### config.mk
export PLATFORM = sky130hd
export DESIGN_NAME = dns_name_label_encoder_top
export DESIGN_NICKNAME = d
export VERILOG_FILES = /design/src/dnle_pkg.sv /design/src/dnle_cmdq.sv /design/src/dnle_front.sv /design/src/dnle_back.sv /design/src/dns_name_label_encoder_top.sv
export SDC_FILE = /design/constraint.sdc
export NUM_CORES = 1
export LEC_CHECK = 0
export BUFFER_PORTS_ARGS = -buffer_cell sky130_fd_sc_hd__buf_2
export CAP_MARGIN = 30
export CORE_MARGIN = 2
export CORE_UTILIZATION = 43
export CTS_CLUSTER_DIAMETER = 60
export DETAILED_ROUTE_END_ITERATION = 10
export GPL_TIMING_DRIVEN = 1
export MAX_ROUTING_LAYER = met4
export SKIP_LAST_GASP = 1
export SYNTH_ARGS = -nofsm -noshare
export SYNTH_HDL_FRONTEND = slang
export SYNTH_SLANG_ARGS = --single-unit
export TNS_END_PERCENT = 1
### constraint.sdc
create_clock -name clk -period 6.3 [get_ports clk]
set_input_delay 0.945 -clock clk [delete_from_list [all_inputs] [get_ports clk]]
set_output_delay 0.945 -clock clk [all_outputs]
set_load 0.005 [all_outputs]
### src/dnle_pkg.sv
`timescale 1ns / 1ps
// ----------------------------------------------------------------------------
// dnle_pkg
// Shared types and constants of the DNS name label encoder: label store
// geometry, character codes, result status codes and the command item that
// goes from the classifying front to the emitting back.
// ----------------------------------------------------------------------------
package dnle_pkg;

	// label store geometry
	localparam int LABEL_BYTES = 32;
	localparam int IDX_W       = $clog2(LABEL_BYTES);
	localparam int ADDR_W      = IDX_W + 1;

	// byte count against the space limit, plus one bit of headroom for sums
	localparam int BYTE_CNT_W = 16;
	localparam int SUM_W      = BYTE_CNT_W + 1;

	// command queue depth (power of two)
	localparam int QDEPTH   = 2;
	localparam int QPTR_W   = $clog2(QDEPTH);
	localparam int QCNT_W   = $clog2(QDEPTH + 1);

	// body commands in flight that still hold a store bank
	localparam int BANKS    = 2;
	localparam int BCNT_W   = $clog2(BANKS + 1);

	// character codes
	localparam logic [7:0] CH_DOT = 8'h2e;
	localparam logic [7:0] CH_END = 8'h00;

	// length byte mask
	localparam logic [7:0] LEN_MASK = 8'h3f;

	// result status codes
	localparam logic [1:0] ST_OK    = 2'd0;
	localparam logic [1:0] ST_SPACE = 2'd1;
	localparam logic [1:0] ST_LONG  = 2'd2;

	// closing result of a command
	localparam logic [1:0] TAIL_NONE = 2'd0;
	localparam logic [1:0] TAIL_TERM = 2'd1;
	localparam logic [1:0] TAIL_ERR1 = 2'd2;
	localparam logic [1:0] TAIL_ERR2 = 2'd3;

	// work item for the back: optional length byte, optional body, closing result
	typedef struct packed {
		logic             emit_len;
		logic             emit_body;
		logic [1:0]       tail;
		logic [IDX_W-1:0] len;
		logic             bank;
	} cmd_t;

	// label store write port
	typedef struct packed {
		logic              en;
		logic [ADDR_W-1:0] addr;
		logic [7:0]        data;
	} wr_t;

endpackage

### src/dnle_cmdq.sv
`timescale 1ns / 1ps
// ----------------------------------------------------------------------------
// dnle_cmdq
// Short command queue between the front and the back; lets the front keep
// taking characters while the back is still sending an earlier label.
// ----------------------------------------------------------------------------
module dnle_cmdq (
	input  logic            clk,
	input  logic            arst_n,
	input  logic            push,
	input  dnle_pkg::cmd_t  push_cmd,
	input  logic            pop,
	output dnle_pkg::cmd_t  head,
	output logic            full,
	output logic            empty
);

	dnle_pkg::cmd_t                 entry_q [dnle_pkg::QDEPTH];
	logic [dnle_pkg::QPTR_W-1:0]    wr_ptr_q;
	logic [dnle_pkg::QPTR_W-1:0]    rd_ptr_q;
	logic [dnle_pkg::QCNT_W-1:0]    cnt_q;

	assign full  = (cnt_q == dnle_pkg::QCNT_W'(dnle_pkg::QDEPTH));
	assign empty = (cnt_q == '0);
	assign head  = entry_q[rd_ptr_q];

	// pointers and fill count
	always_ff @(posedge clk or negedge arst_n) begin
		if (!arst_n) begin
			wr_ptr_q <= '0;
			rd_ptr_q <= '0;
			cnt_q    <= '0;
		end else begin
			if (push) wr_ptr_q <= wr_ptr_q + 1'b1;
			if (pop)  rd_ptr_q <= rd_ptr_q + 1'b1;
			if (push && !pop)      cnt_q <= cnt_q + 1'b1;
			else if (!push && pop) cnt_q <= cnt_q - 1'b1;
		end
	end

	// entry storage
	always_ff @(posedge clk) begin
		if (push) entry_q[wr_ptr_q] <= push_cmd;
	end

endmodule

### src/dnle_front.sv
`timescale 1ns / 1ps
// ----------------------------------------------------------------------------
// dnle_front
// Accepts name characters, fills the label store, keeps the label length,
// the byte count of the name and the discard flag, and decides for every
// separator or end which bytes and which closing result the back must send.
// ----------------------------------------------------------------------------
module dnle_front (
	input  logic                            clk,
	input  logic                            arst_n,
	// input item channel
	input  logic                            in_valid,
	output logic                            in_stall,
	input  logic [7:0]                      char_code,
	// configuration channel
	input  logic                            cfg_valid,
	output logic                            cfg_ready,
	input  logic [dnle_pkg::BYTE_CNT_W-1:0] space_limit,
	// to the back
	output dnle_pkg::wr_t                   wr,
	output logic                            cmd_push,
	output dnle_pkg::cmd_t                  cmd,
	input  logic                            q_full,
	input  logic                            body_done
);

	logic [dnle_pkg::BYTE_CNT_W-1:0] lim_q;
	logic [dnle_pkg::IDX_W-1:0]      len_q;
	logic [dnle_pkg::BYTE_CNT_W-1:0] be_q;
	logic                            disc_q;
	logic                            bank_q;
	logic [dnle_pkg::BCNT_W-1:0]     body_cnt_q;

	logic                            acc;
	logic                            is_dot;
	logic                            is_end;
	logic                            len_full;
	logic [dnle_pkg::SUM_W-1:0]      lim17;
	logic [dnle_pkg::SUM_W-1:0]      be1;
	logic [dnle_pkg::SUM_W-1:0]      be_body;
	logic                            term_over;
	logic                            err;
	logic                            push;
	logic                            wr_en;
	logic [dnle_pkg::IDX_W-1:0]      len_n;
	logic [dnle_pkg::BYTE_CNT_W-1:0] be_n;
	logic                            disc_n;

	// config register always takes writes
	assign cfg_ready = 1'b1;

	always_ff @(posedge clk or negedge arst_n) begin
		if (!arst_n) begin
			lim_q <= dnle_pkg::BYTE_CNT_W'(512);
		end else if (cfg_valid) begin
			lim_q <= space_limit;
		end
	end

	// hold off when the queue is full or both store banks are held by the back
	assign in_stall = q_full || (body_cnt_q == dnle_pkg::BCNT_W'(dnle_pkg::BANKS));
	assign acc      = in_valid && !in_stall;

	// limit checks for length byte, body and terminator
	assign is_dot    = (char_code == dnle_pkg::CH_DOT);
	assign is_end    = (char_code == dnle_pkg::CH_END);
	assign len_full  = (len_q >= dnle_pkg::IDX_W'(dnle_pkg::LABEL_BYTES - 1));
	assign lim17     = {1'b0, lim_q};
	assign be1       = {1'b0, be_q} + dnle_pkg::SUM_W'(1);
	assign be_body   = be1 + dnle_pkg::SUM_W'(len_q);
	assign term_over = (len_q != '0) ? ((be_body + dnle_pkg::SUM_W'(1)) > lim17)
	                                 : (be1 > lim17);

	// item classification and next state
	always_comb begin
		cmd    = '0;
		push   = 1'b0;
		wr_en  = 1'b0;
		err    = 1'b0;
		len_n  = len_q;
		be_n   = be_q;
		disc_n = disc_q;
		if (disc_q) begin
			if (is_end) disc_n = 1'b0;
		end else if (!is_dot && !is_end) begin
			if (!len_full) begin
				wr_en = 1'b1;
				len_n = len_q + 1'b1;
			end else begin
				cmd.tail = dnle_pkg::TAIL_ERR2;
				err      = 1'b1;
			end
		end else begin
			cmd.len  = len_q;
			cmd.bank = bank_q;
			if (len_q != '0) begin
				if (be1 > lim17) begin
					cmd.tail = dnle_pkg::TAIL_ERR1;
					err      = 1'b1;
				end else begin
					cmd.emit_len = 1'b1;
					if (be_body > lim17) begin
						cmd.tail = dnle_pkg::TAIL_ERR1;
						err      = 1'b1;
					end else begin
						cmd.emit_body = 1'b1;
						be_n          = be_body[dnle_pkg::BYTE_CNT_W-1:0];
					end
				end
			end
			len_n = '0;
			if (!err && is_end) begin
				if (term_over) begin
					cmd.tail = dnle_pkg::TAIL_ERR1;
					err      = 1'b1;
				end else begin
					cmd.tail = dnle_pkg::TAIL_TERM;
					be_n     = '0;
				end
			end
		end
		if (err) begin
			len_n  = '0;
			be_n   = '0;
			disc_n = !is_end;
		end
		push = cmd.emit_len || (cmd.tail != dnle_pkg::TAIL_NONE);
	end

	assign cmd_push = acc && push;
	assign wr.en    = acc && wr_en;
	assign wr.addr  = {bank_q, len_q};
	assign wr.data  = char_code;

	// name state
	always_ff @(posedge clk or negedge arst_n) begin
		if (!arst_n) begin
			len_q  <= '0;
			be_q   <= '0;
			disc_q <= 1'b0;
			bank_q <= 1'b0;
		end else if (acc) begin
			len_q  <= len_n;
			be_q   <= be_n;
			disc_q <= disc_n;
			if (cmd_push && cmd.emit_body) bank_q <= !bank_q;
		end
	end

	// banks held by body commands not yet sent
	always_ff @(posedge clk or negedge arst_n) begin
		if (!arst_n) begin
			body_cnt_q <= '0;
		end else begin
			if ((cmd_push && cmd.emit_body) && !body_done)
				body_cnt_q <= body_cnt_q + 1'b1;
			else if (!(cmd_push && cmd.emit_body) && body_done)
				body_cnt_q <= body_cnt_q - 1'b1;
		end
	end

	// never more bodies in flight than store banks
	a_body_cnt: assert property (@(posedge clk) disable iff (!arst_n)
		body_cnt_q <= dnle_pkg::BCNT_W'(dnle_pkg::BANKS))
		else $error("body count above bank count");

	// no push into a full queue
	a_no_overflow: assert property (@(posedge clk) disable iff (!arst_n)
		cmd_push |-> !q_full)
		else $error("command pushed into full queue");

	// character writes only while the current bank is free
	a_bank_free: assert property (@(posedge clk) disable iff (!arst_n)
		wr.en |-> (body_cnt_q < dnle_pkg::BCNT_W'(dnle_pkg::BANKS)))
		else $error("store write into a bank still being sent");

endmodule

### src/dnle_back.sv
`timescale 1ns / 1ps
// ----------------------------------------------------------------------------
// dnle_back
// Holds the two-bank label store and works through commands: length byte,
// label bytes read from the store, then terminator or error result, into a
// single output register.
// ----------------------------------------------------------------------------
module dnle_back (
	input  logic           clk,
	input  logic           arst_n,
	input  dnle_pkg::wr_t  wr,
	// command queue side
	input  logic           q_empty,
	input  dnle_pkg::cmd_t q_head,
	output logic           q_pop,
	output logic           body_done,
	// result item channel
	output logic           out_valid,
	input  logic           out_stall,
	output logic [7:0]     out_byte,
	output logic [1:0]     status,
	output logic           run_last,
	output logic           name_done
);

	localparam logic [2:0] S_IDLE = 3'd0;
	localparam logic [2:0] S_LEN  = 3'd1;
	localparam logic [2:0] S_RD   = 3'd2;
	localparam logic [2:0] S_BODY = 3'd3;
	localparam logic [2:0] S_TAIL = 3'd4;

	logic [7:0]                 mem [2 * dnle_pkg::LABEL_BYTES];
	logic [7:0]                 rd_data_q;
	logic [2:0]                 state_q;
	dnle_pkg::cmd_t             cmd_q;
	logic [dnle_pkg::IDX_W-1:0] idx_q;

	logic                       slot_free;
	logic                       load;
	logic                       body_end;
	logic [7:0]                 ld_byte;
	logic [1:0]                 ld_status;
	logic                       ld_last;
	logic                       ld_done;

	logic                       out_v_q;
	logic [7:0]                 byte_q;
	logic [1:0]                 status_q;
	logic                       last_q;
	logic                       done_q;

	// label store, two banks
	always_ff @(posedge clk) begin
		if (wr.en) mem[wr.addr] <= wr.data;
		if (state_q == S_RD) rd_data_q <= mem[{cmd_q.bank, idx_q}];
	end

	assign slot_free = !out_v_q || !out_stall;
	assign body_end  = (idx_q == (cmd_q.len - 1'b1));
	assign q_pop     = (state_q == S_IDLE) && !q_empty;

	// result selection for the current step
	always_comb begin
		load      = 1'b0;
		ld_byte   = '0;
		ld_status = dnle_pkg::ST_OK;
		ld_last   = 1'b0;
		ld_done   = 1'b0;
		case (state_q)
			S_LEN: begin
				load    = slot_free;
				ld_byte = {2'b00, 1'b0, cmd_q.len} & dnle_pkg::LEN_MASK;
			end
			S_BODY: begin
				load    = slot_free;
				ld_byte = rd_data_q;
				ld_last = body_end && (cmd_q.tail == dnle_pkg::TAIL_NONE);
			end
			S_TAIL: begin
				load    = slot_free;
				ld_last = 1'b1;
				ld_done = 1'b1;
				case (cmd_q.tail)
					dnle_pkg::TAIL_ERR1: ld_status = dnle_pkg::ST_SPACE;
					dnle_pkg::TAIL_ERR2: ld_status = dnle_pkg::ST_LONG;
					default:             ld_status = dnle_pkg::ST_OK;
				endcase
			end
			default: load = 1'b0;
		endcase
	end

	assign body_done = (state_q == S_BODY) && load && body_end;

	// sequencer
	always_ff @(posedge clk or negedge arst_n) begin
		if (!arst_n) begin
			state_q <= S_IDLE;
			idx_q   <= '0;
		end else begin
			case (state_q)
				S_IDLE: begin
					if (!q_empty) begin
						idx_q   <= '0;
						state_q <= q_head.emit_len ? S_LEN : S_TAIL;
					end
				end
				S_LEN: begin
					if (load) state_q <= cmd_q.emit_body ? S_RD : S_TAIL;
				end
				S_RD: begin
					state_q <= S_BODY;
				end
				S_BODY: begin
					if (load) begin
						if (body_end) begin
							state_q <= (cmd_q.tail != dnle_pkg::TAIL_NONE) ? S_TAIL : S_IDLE;
						end else begin
							idx_q   <= idx_q + 1'b1;
							state_q <= S_RD;
						end
					end
				end
				S_TAIL: begin
					if (load) state_q <= S_IDLE;
				end
				default: state_q <= S_IDLE;
			endcase
		end
	end

	// current command
	always_ff @(posedge clk) begin
		if (q_pop) cmd_q <= q_head;
	end

	// output register
	always_ff @(posedge clk or negedge arst_n) begin
		if (!arst_n) begin
			out_v_q <= 1'b0;
		end else if (load) begin
			out_v_q <= 1'b1;
		end else if (!out_stall) begin
			out_v_q <= 1'b0;
		end
	end

	always_ff @(posedge clk) begin
		if (load) begin
			byte_q   <= ld_byte;
			status_q <= ld_status;
			last_q   <= ld_last;
			done_q   <= ld_done;
		end
	end

	assign out_valid = out_v_q;
	assign out_byte  = byte_q;
	assign status    = status_q;
	assign run_last  = last_q;
	assign name_done = done_q;

	// a finished name is always the last result of its item
	a_done_last: assert property (@(posedge clk) disable iff (!arst_n)
		out_valid && name_done |-> run_last)
		else $error("name done without run last");

	// error results carry a zero byte and finish the name
	a_err_zero: assert property (@(posedge clk) disable iff (!arst_n)
		out_valid && (status != dnle_pkg::ST_OK) |-> (out_byte == 8'h00) && name_done)
		else $error("error result with data byte");

	// a store read is followed by the body step
	a_rd_body: assert property (@(posedge clk) disable iff (!arst_n)
		(state_q == S_RD) |=> (state_q == S_BODY))
		else $error("read step not followed by body step");

endmodule

### src/dns_name_label_encoder_top.sv
// A separator or end item passes the command queue, the command load and the output register
// before its first result shows, when the back is idle. Characters are taken one per cycle
// unless in_stall holds them off (command queue full or both store banks held); the back
// loads each command, then sends the length byte, each label byte (store read, then output
// register) and the closing result. Reset clears all control state and sets the space limit
// to 512; the store is not cleared.
`timescale 1ns / 1ps
// ----------------------------------------------------------------------------
// dns_name_label_encoder_top
// DNS name label encoder: dotted name characters in, length-prefixed labels
// and a zero terminator out, with space-limit and label-length errors.
// ----------------------------------------------------------------------------
module dns_name_label_encoder_top (
	input  logic                            clk,
	input  logic                            arst_n,
	// input items
	input  logic                            in_valid,
	output logic                            in_stall,
	input  logic [7:0]                      char_code,
	// result items
	output logic                            out_valid,
	input  logic                            out_stall,
	output logic [7:0]                      out_byte,
	output logic [1:0]                      status,
	output logic                            run_last,
	output logic                            name_done,
	// configuration
	input  logic                            cfg_valid,
	output logic                            cfg_ready,
	input  logic [dnle_pkg::BYTE_CNT_W-1:0] space_limit
);

	dnle_pkg::wr_t  wr;
	dnle_pkg::cmd_t cmd;
	dnle_pkg::cmd_t q_head;
	logic           cmd_push;
	logic           q_full;
	logic           q_empty;
	logic           q_pop;
	logic           body_done;

	// classify and store
	dnle_front u_front (
		.clk         (clk),
		.arst_n      (arst_n),
		.in_valid    (in_valid),
		.in_stall    (in_stall),
		.char_code   (char_code),
		.cfg_valid   (cfg_valid),
		.cfg_ready   (cfg_ready),
		.space_limit (space_limit),
		.wr          (wr),
		.cmd_push    (cmd_push),
		.cmd         (cmd),
		.q_full      (q_full),
		.body_done   (body_done)
	);

	// command queue
	dnle_cmdq u_cmdq (
		.clk      (clk),
		.arst_n   (arst_n),
		.push     (cmd_push),
		.push_cmd (cmd),
		.pop      (q_pop),
		.head     (q_head),
		.full     (q_full),
		.empty    (q_empty)
	);

	// emit
	dnle_back u_back (
		.clk       (clk),
		.arst_n    (arst_n),
		.wr        (wr),
		.q_empty   (q_empty),
		.q_head    (q_head),
		.q_pop     (q_pop),
		.body_done (body_done),
		.out_valid (out_valid),
		.out_stall (out_stall),
		.out_byte  (out_byte),
		.status    (status),
		.run_last  (run_last),
		.name_done (name_done)
	);

endmodule

=== After elaboration in Yosys (flattened, before gate mapping) ===
Memory sizes are Yosys's and may differ from the RTL's. A register that Yosys moved wholly into a read port is not among the register bits.
Index checks and enable logic that the tools add are counted.

* Order comparisons: 4
* Multiplexer cells: 69
* Eq/ne operators: 19
* Add/sub/neg operators: 12
* Reductions and logical operators: 45

{| class="wikitable"
|+ Operators with widths
! cell !! number
|-
| two-way mux 16 bit || 8
|-
| greater-than comparator 17 x 16 -> 1 bit || 3
|-
| two-way mux 5 bit || 7
|-
| two-way mux 1 bit || 26
|-
| two-way mux 2 bit || 12
|-
| two-way mux 3 bit || 8
|-
| adder 16 x 1 -> 17 bit, second input constant || 1
|-
| adder 17 x 1 -> 17 bit, second input constant || 1
|-
| adder 17 x 5 -> 17 bit || 1
|-
| case mux 8 bit (2 select lines) || 1
|-
| case mux 3 bit (5 select lines) || 1
|-
| logical AND 1 bit || 14
|-
| logical NOT 1 bit || 12
|-
| adder 5 x 1 -> 5 bit, second input constant || 2
|-
| two-way mux 10 bit || 1
|-
| inequality test 2 x 1 -> 1 bit, second input constant || 5
|-
| case mux 5 bit (2 select lines) || 1
|-
| nonzero test 2 bit || 5
|-
| == test 2 bit, second input constant || 4
|-
| == test 8 x 6 -> 1 bit, second input constant || 1
|-
| logical NOT 8 bit || 1
|-
| AND reduction 4 bit || 2
|-
| == test 3 x 2 -> 1 bit, second input constant || 2
|-
| two-way mux 6 bit || 1
|-
| 20 further kinds || 29
|}

* Memories: 2
* Bits in writable memories: 532
* Output and inout port bits: 15
* Bits in registers: 75

{| class="wikitable"
|+ Memories
! memory !! words !! bits a word !! rd ports !! clocked after memory_dff !! write ports !! RTL line !! RTL
|-
| u_back.mem || 64 || 8 || 1 || 1 || 1 || dnle_back.sv:32 || <nowiki>logic [7:0] mem [2 * dnle_pkg::LABEL_BYTES];</nowiki>
|-
| u_cmdq.entry_q || 2 || 10 || 1 || 0 || 1 || dnle_cmdq.sv:18 || <nowiki>dnle_pkg::cmd_t entry_q [dnle_pkg::QDEPTH];</nowiki>
|}

=== Depth between registers and ports, before layout ===
* Depth after elaboration: 21
* Gate-level depth with buffers: 22
* Gate-level depth less buffers: 20

=== Cells and area by module ===
Synthesis repeated with hierarchy kept, for this count alone.

* Cells, all modules: 1665
* Area, all modules: 26999.6 sq um

{| class="wikitable"
|+ By module, submodules not included
! module !! area each (sq um) !! sequential area each (sq um) !! cells each !! instances
|-
| dnle_back || 21669.5 || 16470.8 || 1100 || 1
|-
| dnle_front || 4383.0 || 1027.2 || 518 || 1
|-
| dnle_cmdq || 947.2 || 700.7 || 47 || 1
|}

=== Worst setup path before layout ===
No wires, ideal clock.

* Kind: register to register
* Start point: register u_front.be_q[0] (netlist name)
* End point: memory u_cmdq.entry_q[0][7] (netlist name), data pin
* Clock period less this slack: 4.798 ns
* Cell stages (with the launch flop): 22
* Data required time: 6.009 ns
* Arrival: 4.507 ns
* Library setup time: 0.291 ns
* Path slack: 1.502 ns
* Path through: dfrtp_1 ha_1 buf_2 nand3_1 xnor2_1 ha_1 buf_2 and3_1 a221oi_1 xnor3_1 nand4_1 nor3_1 o211ai_2 nor2_1 xor2_1 ha_1 a211o_1 nor2_1 o2111ai_1 o211a_1 nor3_1 a2111oi_2

{| class="wikitable"
|+ RTL lines
! item !! RTL line !! RTL
|-
| from (decl) || dnle_front.sv:29 || <nowiki>logic [dnle_pkg::BYTE_CNT_W-1:0] be_q;</nowiki>
|-
| from (signal assigned) || dnle_front.sv:144 || <nowiki>be_q <= be_n;</nowiki>
|-
| to (decl) || dnle_cmdq.sv:18 ||
|}

==> impl_results.html <==
<table>
<tr><th>Metric</th><th>Value</th></tr>
<tr><th colspan="2">Clock network</th></tr>
<tr><td>Number of buffers inserted to repair setup after CTS</td><td>0</td></tr>
<tr><td>Clock tree from TritonCTS</td><td>done</td></tr>
<tr><td>Clock Latency Late Sink</td><td>0.60 ns</td></tr>
<tr><td>Deepest clock path buffer count</td><td>3</td></tr>
<tr><td>CTS Root Buffer Type</td><td>sky130_fd_sc_hd__clkbuf_16</td></tr>
<tr><td>Number of levels the H-tree was split into</td><td>3</td></tr>
<tr><td>Number of cells upsized or downsized after cts</td><td>0</td></tr>
<tr><td>CTS hold repair buffers</td><td>0</td></tr>
<tr><td>Post-CTS clock slew at the launch and capture registers of the worst setup and hold paths</td><td>0.06 ns</td></tr>
<tr><td>Number of buffers inserted during clock tree synthesis</td><td>68</td></tr>
<tr><td>Total clock sinks</td><td>615</td></tr>
<tr><th colspan="2">Global route</th></tr>
<tr><td>Largest net degree at the start of global routing</td><td>133</td></tr>
<tr><td>Remaining global-route overflow</td><td>0</td></tr>
<tr><td>Initial antenna violation count</td><td>7</td></tr>
<tr><td>GRT Util Overall</td><td>20.3%</td></tr>
<tr><td>Wire length of the first global-routing pass</td><td>91.1 mm</td></tr>
<tr><td>Vias in the first global route</td><td>13,900</td></tr>
<tr><th colspan="2">Critical path</th></tr>
<tr><td>CP startpoint</td><td>u_front.be_q[0]$_DFFE_PN0P_</td></tr>
<tr><td>Critical-path cell list</td><td>ha_1 -&gt; nand3_1 -&gt; xnor2_1 -&gt; ha_1 -&gt; and3_1 -&gt; a221oi_1 -&gt; xnor3_1 -&gt; nand4_1 -&gt; nor3_1 -&gt; o211ai_2 -&gt; nor2_1 -&gt; xor2_1 -&gt; ha_1 -&gt; a211o_1 -&gt; nor2_1 -&gt; o2111ai_1 -&gt; o211a_1 -&gt; nor3_1 -&gt; a2111oi_2</td></tr>
<tr><td>Depth of the most critical reg-to-reg path</td><td>19</td></tr>
<tr><td>Arrival time of data at the critical path endpoint</td><td>6.09 ns</td></tr>
<tr><td>Buffer and inverter count on the worst path</td><td>0</td></tr>
<tr><td>Type of destination of the critical path</td><td>register</td></tr>
<tr><td>Critical path class</td><td>reg -&gt; reg</td></tr>
<tr><td>Required time of the worst setup path</td><td>6.61 ns</td></tr>
<tr><td>Critical path's slowest cell</td><td>sky130_fd_sc_hd__a221oi_1</td></tr>
<tr><td>Max FO, Critical Path</td><td>11</td></tr>
<tr><td>Start of the worst register-to-register path</td><td>u_front.be_q[0]$_DFFE_PN0P_</td></tr>
<tr><td>Instance count on the critical path</td><td>19</td></tr>
<tr><td>Type of origin of the critical path</td><td>register</td></tr>
<tr><td>Stage delay of the slowest cell on the critical path</td><td>0.58 ns</td></tr>
<tr><td>Cell repeated most along the worst path</td><td>sky130_fd_sc_hd__ha_1</td></tr>
<tr><td>Top cell family by delay on the critical path</td><td>compound AO/OA/AOI/OAI gates</td></tr>
<tr><th colspan="2">Logic synthesis</th></tr>
<tr><td>Synth Instances</td><td>1,459</td></tr>
<tr><td>Netlist cell types</td><td>81</td></tr>
<tr><td>Post-Synth XOR/XNOR Area</td><td>1.90%</td></tr>
<tr><td>Post-synthesis register bit count</td><td>615</td></tr>
<tr><td>Most used DFF post-synth</td><td>sky130_fd_sc_hd__edfxtp_1</td></tr>
<tr><td>Compound-cell area share of the yosys netlist</td><td>3.68%</td></tr>
<tr><td>Synth Area in Adders</td><td>3.01%</td></tr>
<tr><td>Register area share after synthesis</td><td>68.9%</td></tr>
<tr><td>FFs w/ async S/R, synth</td><td>8.78%</td></tr>
<tr><td>Mean instance size in the synthesized netlist</td><td>18.1 µm²</td></tr>
<tr><td>Simple-gate portion of the synthesized area</td><td>5.72%</td></tr>
<tr><td>Number of enable-type register cells in the synthesized netlist</td><td>561</td></tr>
<tr><td>Portion of netlist area occupied by mux cells</td><td>15.0%</td></tr>
<tr><td>Post-synthesis instance area</td><td>26,400 µm²</td></tr>
<tr><td>Dominant combinational cell family by area after synthesis</td><td>multiplexers</td></tr>
<tr><td>Yosys warns</td><td>0</td></tr>
<tr><th colspan="2">Layout</th></tr>
<tr><td>Final nets</td><td>1,635</td></tr>
<tr><td>Area overhead of the layout relative to synthesis</td><td>12.3%</td></tr>
<tr><td>Layout cells sized above 1</td><td>23.3%</td></tr>
<tr><th colspan="2">Die</th></tr>
<tr><td>Initial core utilization</td><td>43.6%</td></tr>
<tr><td>Top-level port count</td><td>44</td></tr>
<tr><td>Die extent in x</td><td>252 µm</td></tr>
<tr><td>Placement Rows</td><td>90</td></tr>
<tr><td>Die ar.</td><td>63,400 µm²</td></tr>
<tr><td>Core region area</td><td>60,600 µm²</td></tr>
<tr><td>Vertical extent of the die</td><td>252 µm</td></tr>
<tr><th colspan="2">Detailed routing</th></tr>
<tr><td>Routed wire length</td><td>60.5 mm</td></tr>
<tr><td>Detailed-route wire length per cell</td><td>25.4 µm</td></tr>
<tr><td>DRC violation count after routing</td><td>0</td></tr>
<tr><td>Vias post-DR</td><td>13,700</td></tr>
<tr><td>Via-to-Cell Ratio</td><td>5.74</td></tr>
<tr><td>Detailed Route Iter0 Violations</td><td>1,347</td></tr>
<tr><td>Antenna Nets Post-Route</td><td>0</td></tr>
<tr><td>TritonRoute pass-1 iters</td><td>5</td></tr>
<tr><th colspan="2">Placement</th></tr>
<tr><td>Port bufs</td><td>42</td></tr>
<tr><td>Pre-CTS setup slack</td><td>0.490 ns</td></tr>
<tr><td>HPWL after detailed placement</td><td>38.1 mm</td></tr>
<tr><td>Last weighted congestion value of the routability-driven placer</td><td>0.830</td></tr>
<tr><th colspan="2">Timing</th></tr>
<tr><td>Actual slew at the worst max-slew pin</td><td>1.00 ns</td></tr>
<tr><td>Setup repair after global routing missed its margin</td><td>false</td></tr>
<tr><td>Final count of pins violating max slew</td><td>0</td></tr>
<tr><td>PnR worst setup slack</td><td>0.513 ns</td></tr>
<tr><td>Portion of the clock cycle consumed by the worst path in the final layout</td><td>91.9%</td></tr>
<tr><td>Worst rel slew slack</td><td>33.3%</td></tr>
<tr><td>Aggregate negative setup slack</td><td>0 ns</td></tr>
<tr><td>Minimum clock period after layout</td><td>5.79 ns</td></tr>
<tr><td>Number of endpoints with negative hold slack in the final report</td><td>0</td></tr>
<tr><td>Setup violators final</td><td>0</td></tr>
<tr><td>Highest achievable clock rate</td><td>0.173 GHz</td></tr>
<tr><td>Clk_skew</td><td>0.0112 ns</td></tr>
<tr><th colspan="2">Job</th></tr>
<tr><td>Number of max-capacitance violations reported</td><td>0</td></tr>
<tr><th colspan="2">Min path</th></tr>
<tr><td>Class of the tightest hold or removal check</td><td>in -&gt; async</td></tr>
<tr><th colspan="2">Pwr</th></tr>
<tr><td>Max rail drop VDD</td><td>251 µV</td></tr>
<tr><td>Leakage power summed over all cells</td><td>10.0 nW</td></tr>
<tr><td>Power Density</td><td>380 nW/µm²</td></tr>
<tr><th colspan="2">Outcome</th></tr>
<tr><td>Outcome</td><td>finished clean</td></tr>
</table>
-- per-stage QoR --
| stage | instance area (µm²) | util [%] | instances | hold slack [ns] | total power [mW] |
|---|---|---|---|---|---|
| 4_1_cts | 29600 | 48.9 | 2373 | 0.514 | 11.4 |
| 2_1_floorplan | 26500 | - | 1474 | 0.460 | 6.73 |
| 6_report | 29700 | 49.0 | 2380 | 0.506 | 11.3 |
| 3_3_place_gp | 27600 | 45.5 | 2252 | 0.483 | 7.67 |
| 5_1_grt | 29700 | 49.0 | 2380 | 0.542 | 11.7 |
| 3_5_place_dp | 27600 | 45.5 | 2253 | 0.503 | 7.70 |
-- worst reg2reg max path, stage by stage (launching register included) --
cell and delay (ns):
sky130_fd_sc_hd__dfrtp_1 0.52, sky130_fd_sc_hd__ha_1 0.42, sky130_fd_sc_hd__nand3_1 0.15, sky130_fd_sc_hd__xnor2_1 0.24, sky130_fd_sc_hd__ha_1 0.37, sky130_fd_sc_hd__and3_1 0.25
sky130_fd_sc_hd__a221oi_1 0.58, sky130_fd_sc_hd__xnor3_1 0.45, sky130_fd_sc_hd__nand4_1 0.16, sky130_fd_sc_hd__nor3_1 0.42, sky130_fd_sc_hd__o211ai_2 0.20, sky130_fd_sc_hd__nor2_1 0.15
sky130_fd_sc_hd__xor2_1 0.18, sky130_fd_sc_hd__ha_1 0.28, sky130_fd_sc_hd__a211o_1 0.33, sky130_fd_sc_hd__nor2_1 0.10, sky130_fd_sc_hd__o2111ai_1 0.12, sky130_fd_sc_hd__o211a_1 0.20
sky130_fd_sc_hd__nor3_1 0.25, sky130_fd_sc_hd__a2111oi_2 0.13
-- final cells by class --
type,count,area (µm²)
Timing Repair Buffer,69,435
Inverter,42,159
Sequential cell,615,18200
Multi-Input combinational cell,747,7820
Clock inverter,41,293
Fill cell,4992,30900
Antenna cell,5,12.5
Tap cell,782,978
Clock buffer,79,1760
-- sequential cells by signal, summed over array words and instances (netlist names), 2 cells and up --
signal / flops
u_back.rd_data_q: 8
u_front.be_q: 16
u_cmdq.entry_q: 20
u_back.idx_q: 5
u_back.state_q: 3
u_front.lim_q: 16
u_back.out_byte: 8
u_front.body_cnt_q: 2
u_back.cmd_q: 9
u_front.len_q: 5
u_cmdq.cnt_q: 2
u_back.mem: 512
u_back.status: 2
-- logic make-up (layout without fill, tap and decap cells) --
group | count (synthesis) | in the layout
and+or+nand+nor | 294 | 294
adders and majority gates | 63 | 63
other | 2 | 22
buffers and inverters | 112 | 231
xor gates and xnor gates | 55 | 55
muxes | 185 | 185
AOI/OAI and AO/OA | 133 | 133
DFF | 615 | 615
-- worst paths after layout --
check / slack, ns / to
hold / removal: 0.51 / u_front.lim_q[11]$_DFFE_PN0P_
max in group asynchronous: 5.22 / u_back.idx_q[1]$_DFFE_PN0P_
setup reg to reg: 0.51 / u_cmdq.entry_q[0][7]$_DFFE_PP_
setup / recovery: 0.51 / u_cmdq.entry_q[0][7]$_DFFE_PP_
min in group clk: 0.51 / u_cmdq.wr_ptr_q$_DFFE_PN0P_
hold reg to reg: 0.51 / u_cmdq.wr_ptr_q$_DFFE_PN0P_
-- metal layers --
layer	vias to the layer above	part of all wire (%)	GRT usage (%)
li1	6051	-	-
met1	7105	43	27.1
met2	414	47	30.9
met3	86	7.5	5.46
met4	0	1.9	5.34
met5	-	0	-
-- cells in the mapped netlist (8+ instances only) --
| cell type | instances | share of area, % |
|---|---|---|
| sky130_fd_sc_hd__buf_2 | 8 | 0.15 |
| sky130_fd_sc_hd__ha_1 | 62 | 2.9 |
| sky130_fd_sc_hd__mux4_2 | 168 | 14 |
| sky130_fd_sc_hd__o21ai_0 | 33 | 0.63 |
| sky130_fd_sc_hd__buf_1 | 21 | 0.30 |
| sky130_fd_sc_hd__nor2_1 | 110 | 1.6 |
| sky130_fd_sc_hd__nor3_1 | 16 | 0.30 |
| sky130_fd_sc_hd__a21oi_1 | 18 | 0.34 |
| sky130_fd_sc_hd__edfxtp_1 | 561 | 64 |
| sky130_fd_sc_hd__nand3b_1 | 8 | 0.23 |
| sky130_fd_sc_hd__nand2_1 | 48 | 0.68 |
| sky130_fd_sc_hd__inv_1 | 41 | 0.58 |
| sky130_fd_sc_hd__and2_1 | 12 | 0.28 |
| sky130_fd_sc_hd__a21o_1 | 10 | 0.28 |
| sky130_fd_sc_hd__a211oi_1 | 10 | 0.28 |
| sky130_fd_sc_hd__clkbuf_1 | 35 | 0.50 |
| sky130_fd_sc_hd__and3_1 | 11 | 0.26 |
| sky130_fd_sc_hd__xnor2_1 | 31 | 1.0 |
| sky130_fd_sc_hd__nor4_1 | 9 | 0.21 |
| sky130_fd_sc_hd__mux2_2 | 11 | 0.47 |
| sky130_fd_sc_hd__xor2_1 | 22 | 0.73 |
| sky130_fd_sc_hd__nand3_1 | 28 | 0.53 |
| sky130_fd_sc_hd__a22o_1 | 17 | 0.56 |
| sky130_fd_sc_hd__dfrtp_1 | 53 | 5.0 |
| sky130_fd_sc_hd__nand4_1 | 19 | 0.45 |
-- power by group --
part	internal [mW]	switching, mW
registers	4.67	0.223
clock network	2.10	1.58
logic	1.28	1.42
-- cells in the final DEF, fill, tap and decap left out, types with 3 or more instances in the layout --
cell / netlist / routed
sky130_fd_sc_hd__nand4_1: 19 / 19
sky130_fd_sc_hd__o21ai_0: 33 / 33
sky130_fd_sc_hd__mux2_2: 11 / 11
sky130_fd_sc_hd__edfxtp_1: 561 / 561
sky130_fd_sc_hd__and4_1: 3 / 3
sky130_fd_sc_hd__dfrtp_1: 53 / 50
sky130_fd_sc_hd__inv_1: 41 / 41
sky130_fd_sc_hd__a21o_1: 10 / 10
sky130_fd_sc_hd__nor2_1: 110 / 110
sky130_fd_sc_hd__nand2_1: 48 / 48
sky130_fd_sc_hd__and3_1: 11 / 11
sky130_fd_sc_hd__xnor2_1: 31 / 31
sky130_fd_sc_hd__mux4_2: 168 / 168
sky130_fd_sc_hd__ha_1: 62 / 62
sky130_fd_sc_hd__a31oi_1: 3 / 3
sky130_fd_sc_hd__a22o_1: 17 / 17
sky130_fd_sc_hd__clkinv_2: 1 / 14
sky130_fd_sc_hd__o21a_1: 4 / 4
sky130_fd_sc_hd__nand3b_1: 8 / 8
sky130_fd_sc_hd__clkbuf_1: 35 / 10
sky130_fd_sc_hd__clkinvlp_4: 0 / 5
sky130_fd_sc_hd__conb_1: 2 / 17
sky130_fd_sc_hd__buf_4: 4 / 24
sky130_fd_sc_hd__nor4_1: 9 / 8
sky130_fd_sc_hd__mux2i_1: 6 / 6
sky130_fd_sc_hd__nor2b_1: 6 / 6
sky130_fd_sc_hd__clkbuf_16: 0 / 69
sky130_fd_sc_hd__xor2_1: 22 / 22
sky130_fd_sc_hd__diode_2: 0 / 5
sky130_fd_sc_hd__nor3_1: 16 / 16
sky130_fd_sc_hd__nand3_1: 28 / 28
sky130_fd_sc_hd__and2_1: 12 / 12
sky130_fd_sc_hd__buf_2: 8 / 43
sky130_fd_sc_hd__clkinv_1: 0 / 16
sky130_fd_sc_hd__a211oi_1: 10 / 10
sky130_fd_sc_hd__o211ai_1: 3 / 3
sky130_fd_sc_hd__a21oi_1: 18 / 18
No activity file was read; power rests on OpenSTA's default activity.
